### config.mk
export PLATFORM = sky130hd
export DESIGN_NAME = chtab_ctrl
export DESIGN_NICKNAME = d
export VERILOG_FILES = /design/src/design/chtab_pkg.sv /design/src/design/chtab_ctrl.sv
export SDC_FILE = /design/constraint.sdc
export NUM_CORES = 1
export LEC_CHECK = 0
export BUFFER_PORTS_ARGS = -buffer_cell sky130_fd_sc_hd__buf_2
export CORE_MARGIN = 8
export CORE_UTILIZATION = 50
export CTS_CLUSTER_SIZE = 30
export DETAILED_ROUTE_END_ITERATION = 8
export PLACE_DENSITY_LB_ADDON = 0.25
export RECOVER_POWER = 50
export SYNTH_ARGS = -nofsm -noshare
export SYNTH_HDL_FRONTEND = slang
export SYNTH_SLANG_ARGS = --single-unit
### constraint.sdc
create_clock -name clk -period 4.8 [get_ports clk]
set_input_delay 0.24 -clock clk [delete_from_list [all_inputs] [get_ports clk]]
set_output_delay 0.24 -clock clk [all_outputs]
set_load 0.02 [all_outputs]
### src/design/chtab_pkg.sv
`timescale 1ns / 1ps
// ----------------------------------------------------------------------------
// chtab_pkg
// Shared sizes, codes and controller/datapath handshake types of the
// chained hash table.
// ----------------------------------------------------------------------------
package chtab_pkg;

  // Table geometry
  localparam int MAX_BUCKETS  = 64;
  localparam int BUCKET_DEPTH = 16;

  // Field widths
  localparam int KEY_W    = 31;
  localparam int CMD_W    = 2;
  localparam int STATUS_W = 3;
  localparam int BUCKET_W = $clog2(MAX_BUCKETS);
  localparam int POS_W    = $clog2(BUCKET_DEPTH);
  localparam int FILL_W   = POS_W + 1;
  localparam int BCOUNT_W = 7;
  localparam int SLOT_AW  = BUCKET_W + POS_W;

  // Remainder loop: one key bit per cycle
  localparam int DIV_STEPS = KEY_W;
  localparam int DCNT_W    = $clog2(DIV_STEPS);

  localparam logic [BCOUNT_W-1:0] BCOUNT_RESET = BCOUNT_W'(MAX_BUCKETS);
  localparam logic [BCOUNT_W-1:0] BCOUNT_MAX   = BCOUNT_W'(MAX_BUCKETS);
  localparam logic [FILL_W-1:0]   FILL_FULL    = FILL_W'(BUCKET_DEPTH);

  // Commands
  localparam logic [CMD_W-1:0] CMD_INSERT = 2'd0;
  localparam logic [CMD_W-1:0] CMD_DELETE = 2'd1;
  localparam logic [CMD_W-1:0] CMD_SEARCH = 2'd2;

  // Result status codes
  localparam logic [STATUS_W-1:0] ST_INSERTED  = 3'd0;
  localparam logic [STATUS_W-1:0] ST_FULL      = 3'd1;
  localparam logic [STATUS_W-1:0] ST_DELETED   = 3'd2;
  localparam logic [STATUS_W-1:0] ST_DEL_FAIL  = 3'd3;
  localparam logic [STATUS_W-1:0] ST_FOUND     = 3'd4;
  localparam logic [STATUS_W-1:0] ST_NOT_FOUND = 3'd5;

  // Slot read offset relative to the walk index
  typedef enum logic [1:0] {
    OFF_DEC,
    OFF_SAME,
    OFF_INC
  } rd_off_t;

  // Walk index update
  typedef enum logic [1:0] {
    IDX_HOLD,
    IDX_INC,
    IDX_DEC
  } idx_op_t;

  // Controller to datapath
  typedef struct packed {
    logic                load;
    logic                div_step;
    logic                fill_rd;
    logic                fill_cap;
    logic                fill_wr;
    logic                fill_inc;
    logic                slot_rd;
    rd_off_t             rd_off;
    logic                slot_wr;
    logic                wr_key;
    idx_op_t             idx_op;
    logic                out_load;
    logic [STATUS_W-1:0] status;
  } chtab_ctl_t;

  // Datapath to controller
  typedef struct packed {
    logic [CMD_W-1:0] cmd;
    logic             fill_full;
    logic             fill_zero;
    logic             idx_one;
    logic             idx_last;
    logic             idx_last2;
    logic             match;
    logic             out_busy;
  } chtab_sts_t;

endpackage

### src/design/chtab_ctrl.sv
`timescale 1ns / 1ps
// ----------------------------------------------------------------------------
// chtab_ctrl
// Sequencer of the chained hash table: hashing, fill fetch, chain walk,
// shifting for insert and delete, and result hand-off.
// ----------------------------------------------------------------------------
module chtab_ctrl
  import chtab_pkg::*;
(
  input  logic       clk,
  input  logic       rst_n,
  input  logic       in_valid,
  output logic       in_ready,
  input  chtab_sts_t sts,
  output chtab_ctl_t ctl
);

  typedef enum logic [3:0] {
    S_IDLE,
    S_DIV,
    S_FRD,
    S_FCAP,
    S_DISP,
    S_INS_RD,
    S_INS_WR,
    S_INS_HEAD,
    S_SC_RD,
    S_SC_CMP,
    S_DEL_RD,
    S_DEL_WR,
    S_DEL_FIN,
    S_DONE
  } state_t;

  state_t              state_r, state_nxt;
  logic [DCNT_W-1:0]   cnt_r, cnt_nxt;
  logic [STATUS_W-1:0] st_r, st_nxt;
  logic [STATUS_W-1:0] miss_status;

  assign miss_status = (sts.cmd == CMD_DELETE) ? ST_DEL_FAIL : ST_NOT_FOUND;

  // Next state and datapath commands
  always_comb begin
    state_nxt = state_r;
    cnt_nxt   = cnt_r;
    st_nxt    = st_r;
    ctl       = '0;
    in_ready  = 1'b0;
    case (state_r)
      S_IDLE: begin
        in_ready = 1'b1;
        if (in_valid) begin
          ctl.load  = 1'b1;
          cnt_nxt   = '0;
          state_nxt = S_DIV;
        end
      end
      S_DIV: begin
        ctl.div_step = 1'b1;
        cnt_nxt      = cnt_r + DCNT_W'(1);
        if (cnt_r == DCNT_W'(DIV_STEPS - 1)) begin
          state_nxt = S_FRD;
        end
      end
      S_FRD: begin
        ctl.fill_rd = 1'b1;
        state_nxt   = S_FCAP;
      end
      S_FCAP: begin
        ctl.fill_cap = 1'b1;
        state_nxt    = S_DISP;
      end
      S_DISP: begin
        case (sts.cmd)
          CMD_INSERT: begin
            if (sts.fill_full) begin
              st_nxt    = ST_FULL;
              state_nxt = S_DONE;
            end else if (sts.fill_zero) begin
              state_nxt = S_INS_HEAD;
            end else begin
              state_nxt = S_INS_RD;
            end
          end
          CMD_DELETE, CMD_SEARCH: begin
            if (sts.fill_zero) begin
              st_nxt    = miss_status;
              state_nxt = S_DONE;
            end else begin
              state_nxt = S_SC_RD;
            end
          end
          default: begin
            st_nxt    = ST_NOT_FOUND;
            state_nxt = S_DONE;
          end
        endcase
      end
      // Insert: move each entry one place back, tail first
      S_INS_RD: begin
        ctl.slot_rd = 1'b1;
        ctl.rd_off  = OFF_DEC;
        state_nxt   = S_INS_WR;
      end
      S_INS_WR: begin
        ctl.slot_wr = 1'b1;
        ctl.idx_op  = IDX_DEC;
        state_nxt   = sts.idx_one ? S_INS_HEAD : S_INS_RD;
      end
      S_INS_HEAD: begin
        ctl.slot_wr  = 1'b1;
        ctl.wr_key   = 1'b1;
        ctl.fill_wr  = 1'b1;
        ctl.fill_inc = 1'b1;
        st_nxt       = ST_INSERTED;
        state_nxt    = S_DONE;
      end
      // Walk the chain from the head for the nearest match
      S_SC_RD: begin
        ctl.slot_rd = 1'b1;
        ctl.rd_off  = OFF_SAME;
        state_nxt   = S_SC_CMP;
      end
      S_SC_CMP: begin
        if (sts.match) begin
          if (sts.cmd == CMD_SEARCH) begin
            st_nxt    = ST_FOUND;
            state_nxt = S_DONE;
          end else begin
            state_nxt = sts.idx_last ? S_DEL_FIN : S_DEL_RD;
          end
        end else if (sts.idx_last) begin
          st_nxt    = miss_status;
          state_nxt = S_DONE;
        end else begin
          ctl.idx_op = IDX_INC;
          state_nxt  = S_SC_RD;
        end
      end
      // Delete: close the gap, moving later entries one place forward
      S_DEL_RD: begin
        ctl.slot_rd = 1'b1;
        ctl.rd_off  = OFF_INC;
        state_nxt   = S_DEL_WR;
      end
      S_DEL_WR: begin
        ctl.slot_wr = 1'b1;
        ctl.idx_op  = IDX_INC;
        state_nxt   = sts.idx_last2 ? S_DEL_FIN : S_DEL_RD;
      end
      S_DEL_FIN: begin
        ctl.fill_wr = 1'b1;
        st_nxt      = ST_DELETED;
        state_nxt   = S_DONE;
      end
      // Hand the result to the output register once it is free
      S_DONE: begin
        if (!sts.out_busy) begin
          ctl.out_load = 1'b1;
          ctl.status   = st_r;
          state_nxt    = S_IDLE;
        end
      end
      default: begin
        state_nxt = S_IDLE;
      end
    endcase
  end

  // State and registered control
  always_ff @(posedge clk) begin
    if (!rst_n) begin
      state_r <= S_IDLE;
      cnt_r   <= '0;
      st_r    <= ST_NOT_FOUND;
    end else begin
      state_r <= state_nxt;
      cnt_r   <= cnt_nxt;
      st_r    <= st_nxt;
    end
  end

endmodule

==> reports/summary.md <==
Per report_power, the clock group accounts for 16.8% of the total. The tools report the startpoint type of the worst setup path as a flop. The largest clock skew in the final design was 0.01013 ns. Counting every instance in the synthesized netlist gives 150. 0 antenna diodes ended up in the layout. TritonCTS built the clock tree. The run gives 196 as the total instance count after detailed placement. The net switching power is 0.2280 mW, and the number of placed I/O pins is 30. Post-synthesis cell area: 1109 µm².

The post-synthesis sequential element count was 12. The CTS clock-pin slew for the worst setup and hold paths was 0.08 ns; the HPWL after detailed placement was 2.109 mm. The number of setup buffers added after CTS is 0. The tools report the number of antenna violations at the first check in global routing as 0. Setup repair after global routing left no endpoint under its margin.

Final routed wirelength across all metal layers: 2.788 mm. Yosys attributes the largest share of cell area to sky130_fd_sc_hd__dfxtp_1, sky130_fd_sc_hd__ha_1, sky130_fd_sc_hd__mux2i_1, sky130_fd_sc_hd__nand2b_1, sky130_fd_sc_hd__o21ai_0. Compared with the post-synthesis result, the final layout area differs by 14.79%.

The final route contains 1173 vias. Summed over all instances, the cell type with the most area after synthesis is sky130_fd_sc_hd__dfxtp_1. The via count of the first global-routing pass is 1096.

The synthesized design contains 0 enable-type register cells. Top layer reached by signal wires: met4. In this run the power density over the cells is 375.9 nW/µm².

The initial utilization of the core area, before any placement, comes to 51.60%. For this design, the sink count on the clock tree is 12. The synthesized area per cell was 7.390 µm². Using the TritonRoute via totals, the vias-per-cell ratio works out to 5.865. After the last flow step, the layout net total stands at 192. In the finished design, the share of the clock period the worst path needs comes to 48.76%. The tools report the count of hold-fix buffers inserted at cts as 0. Routability-driven placement finished with a final weighted congestion of 0.8711. The routed wire length per instance came out at 13.94 µm.

Of all nets on the critical path, the largest fanout is 25. Counting distinct cell types in the post-synthesis netlist gives 44. The worst path needs 2.341 ns of the cycle, external delays included. The area share of the largest cell type after synthesis was 21.67%; the total iterations of the first detailed-routing run was 4.

The floorplan step defined a core boundary enclosing 2148 µm². The Yosys step of the flow raised 0 warnings. The met2 routed wirelength is 1.269 mm.

The flow ran to the end, and the final reports show no timing, DRC or antenna violations. The critical path is of the flop to output pin type. The most used standard cell by instance count after synthesis was sky130_fd_sc_hd__dfxtp_1. Clock tree synthesis selected as its root buffer the cell sky130_fd_sc_hd__clkbuf_4. The final hold violation count is 0, and the count of placed standard cells in the final layout, fillers left out is 200. The number of gates resized after CTS was 0.

Global routing finished with a remaining overflow of 0. The worst-case IR drop observed on VDD is 0.2902 mV. The logic gate share of total power is 46.2%, and the worst endpoint data arrival time is 2.10 ns. Across the run, the number of max-cap violations was 0. The post-route netlist has 16.86% of its cells at a drive strength greater than 1. Entering global routing, the biggest net connects 27 pins. The detailed router put a total of 1.291 mm of wire on met1. The pin slew with the least headroom to its limit works out to 0.7152 ns. Final cell area excluding filler cells: 1272 µm². The logs give 0.2813 ns for the worst hold margin and 0 for the number of pins with negative max-slew slack in the final report. After detailed routing, the number of remaining DRC violations is 0.

Data on the critical path is required at its endpoint by 4.56 ns. The die covers 3980 µm². The insertion delay of the later-clocked pin in the worst-skew pair was 0.28 ns; the portion of total power attributed to sequential cells was 37.0%. Counting the buffers created by CTS gives 3. The commonest cells after synthesis are sky130_fd_sc_hd__dfxtp_1, sky130_fd_sc_hd__nand2_1, sky130_fd_sc_hd__o21ai_0. For this run, asynchronously set or reset flops after synthesis account for 0%. The die height works out to 63.09 µm. Internal power comes to 0.2503 mW. The proportion of synthesized chip area in sequential cells was 21.67%. For the wire length of the first global-routing pass, the log shows 4.774 mm. Setup violations remaining at the end of the flow were counted as 0. The static leakage power is 0.5819 nW, and the maximum operating frequency is 0.4272 GHz. Headroom to the max-slew limit came out at 51.09%. STA classifies the critical path endpoint as an output pin. Setup TNS after final layout: 0 ns.

The worst hold path class was input port to flop. The leading register cell type out of synthesis was sky130_fd_sc_hd__dfxtp_1. The cell area after placement was 1242 µm²; the die span in x was 63.09 µm. Synthesis produced a netlist with a net count of 169. Number of cell rows: 17.

The count of input and output buffers is 29, and the total global-route track usage is 13.84%. In this run switching power makes up 47.67% of total power. The logs give 0 for the antenna violation net count after detailed routing and 82 for the first-iteration detailed-routing DRC count. After detailed routing, the met3 layer carries 207 µm of wire.

In this run the deepest clock path goes through 2 buffers. The number of H-tree levels came out at 1. The post-layout utilization of the core came out at 59.23%.
-- metal layers --
| metal | vias up | track usage, % |
|---|---|---|
| met1 | 537 | 18.11 |
| met2 | 39 | 21.51 |
| met5 | - | 0 |
| met4 | 0 | 3.134 |
| met3 | 6 | 4.240 |
| li1 | 591 | - |
-- worst paths after layout --
check,startpoint,cells past startpoint,end,slack [ns]
worst max register to register,state_r[0]$_SDFFE_PN0P_,5,cnt_r[4]$_SDFFE_PN0P_,2.68
worst max-delay path,state_r[2]$_SDFFE_PN0P_,4,ctl[0],2.46
worst min-delay path,rst_n,2,st_r[2]$_SDFFE_PN1P_,0.28
worst min register to register,st_r[1]$_SDFFE_PN0P_,2,st_r[1]$_SDFFE_PN0P_,0.47
-- critical path: stages, from the launching register on --
cell and delay (ns):
sky130_fd_sc_hd__dfxtp_1 0.81, sky130_fd_sc_hd__nand2_1 0.32, sky130_fd_sc_hd__nor3_1 0.35, sky130_fd_sc_hd__and2_1 0.18, sky130_fd_sc_hd__buf_2 0.16
-- layout by cell type (no fill, tap or decap), types with 3 or more instances in the layout --
cell type and count:
sky130_fd_sc_hd__nor2_1 9, sky130_fd_sc_hd__nor4_1 3, sky130_fd_sc_hd__a21oi_1 6, sky130_fd_sc_hd__clkbuf_1 5
sky130_fd_sc_hd__a31oi_1 5, sky130_fd_sc_hd__and3_1 4, sky130_fd_sc_hd__o21a_1 3, sky130_fd_sc_hd__nor2b_1 7
sky130_fd_sc_hd__nor3b_1 3, sky130_fd_sc_hd__dfxtp_1 12, sky130_fd_sc_hd__and2_1 3, sky130_fd_sc_hd__buf_2 24
sky130_fd_sc_hd__nand2b_1 8, sky130_fd_sc_hd__nor3_1 5, sky130_fd_sc_hd__inv_1 9, sky130_fd_sc_hd__nand2_1 11
sky130_fd_sc_hd__mux2i_1 5, sky130_fd_sc_hd__clkbuf_4 3, sky130_fd_sc_hd__ha_1 7, sky130_fd_sc_hd__o21ai_0 10
-- area by class of cell --
class / count / area (µm²)
inverter: 10 / 38.79
timing repair buffer: 29 / 138.9
sequential: 12 / 240.2
multi-input combinational: 117 / 783.3
fill: 209 / 875.8
tap: 28 / 35.03
clock buffer: 4 / 36.28
-- registers in the layout, summed over array words and instances (netlist names) --
register  cells
cnt_r         5
st_r          3
state_r       4
-- cell families after synthesis --
group                    synth area share [%]
AO/OA/AOI/OAI                           26.41
XOR/XNOR                               0.7902
adder cells (fa/ha/maj)                 7.900
buffers and inverters                   7.674
flip-flops                              21.67
multiplexers                            4.515
AND/OR/NAND/NOR                         31.04
-- power groups by stage --
stage	clock [mW]	sequential, mW	combinational [mW]
floorplan	0	0.133	0.209
global placement	0	0.175	0.218
detailed placement	0	0.178	0.222
CTS	0.0830	0.175	0.223
global route	0.0877	0.186	0.246
finish	0.0804	0.177	0.221
-- stage by stage --
stage / power [mW] / setup slack (ns)
floorplan: 0.3428 / 2.766
global placement: 0.3937 / 2.762
detailed placement: 0.4003 / 2.710
CTS: 0.4813 / 2.476
global route: 0.5197 / 2.278
finish: 0.4783 / 2.459
Note: power is estimated with default switching activity, not from simulation.
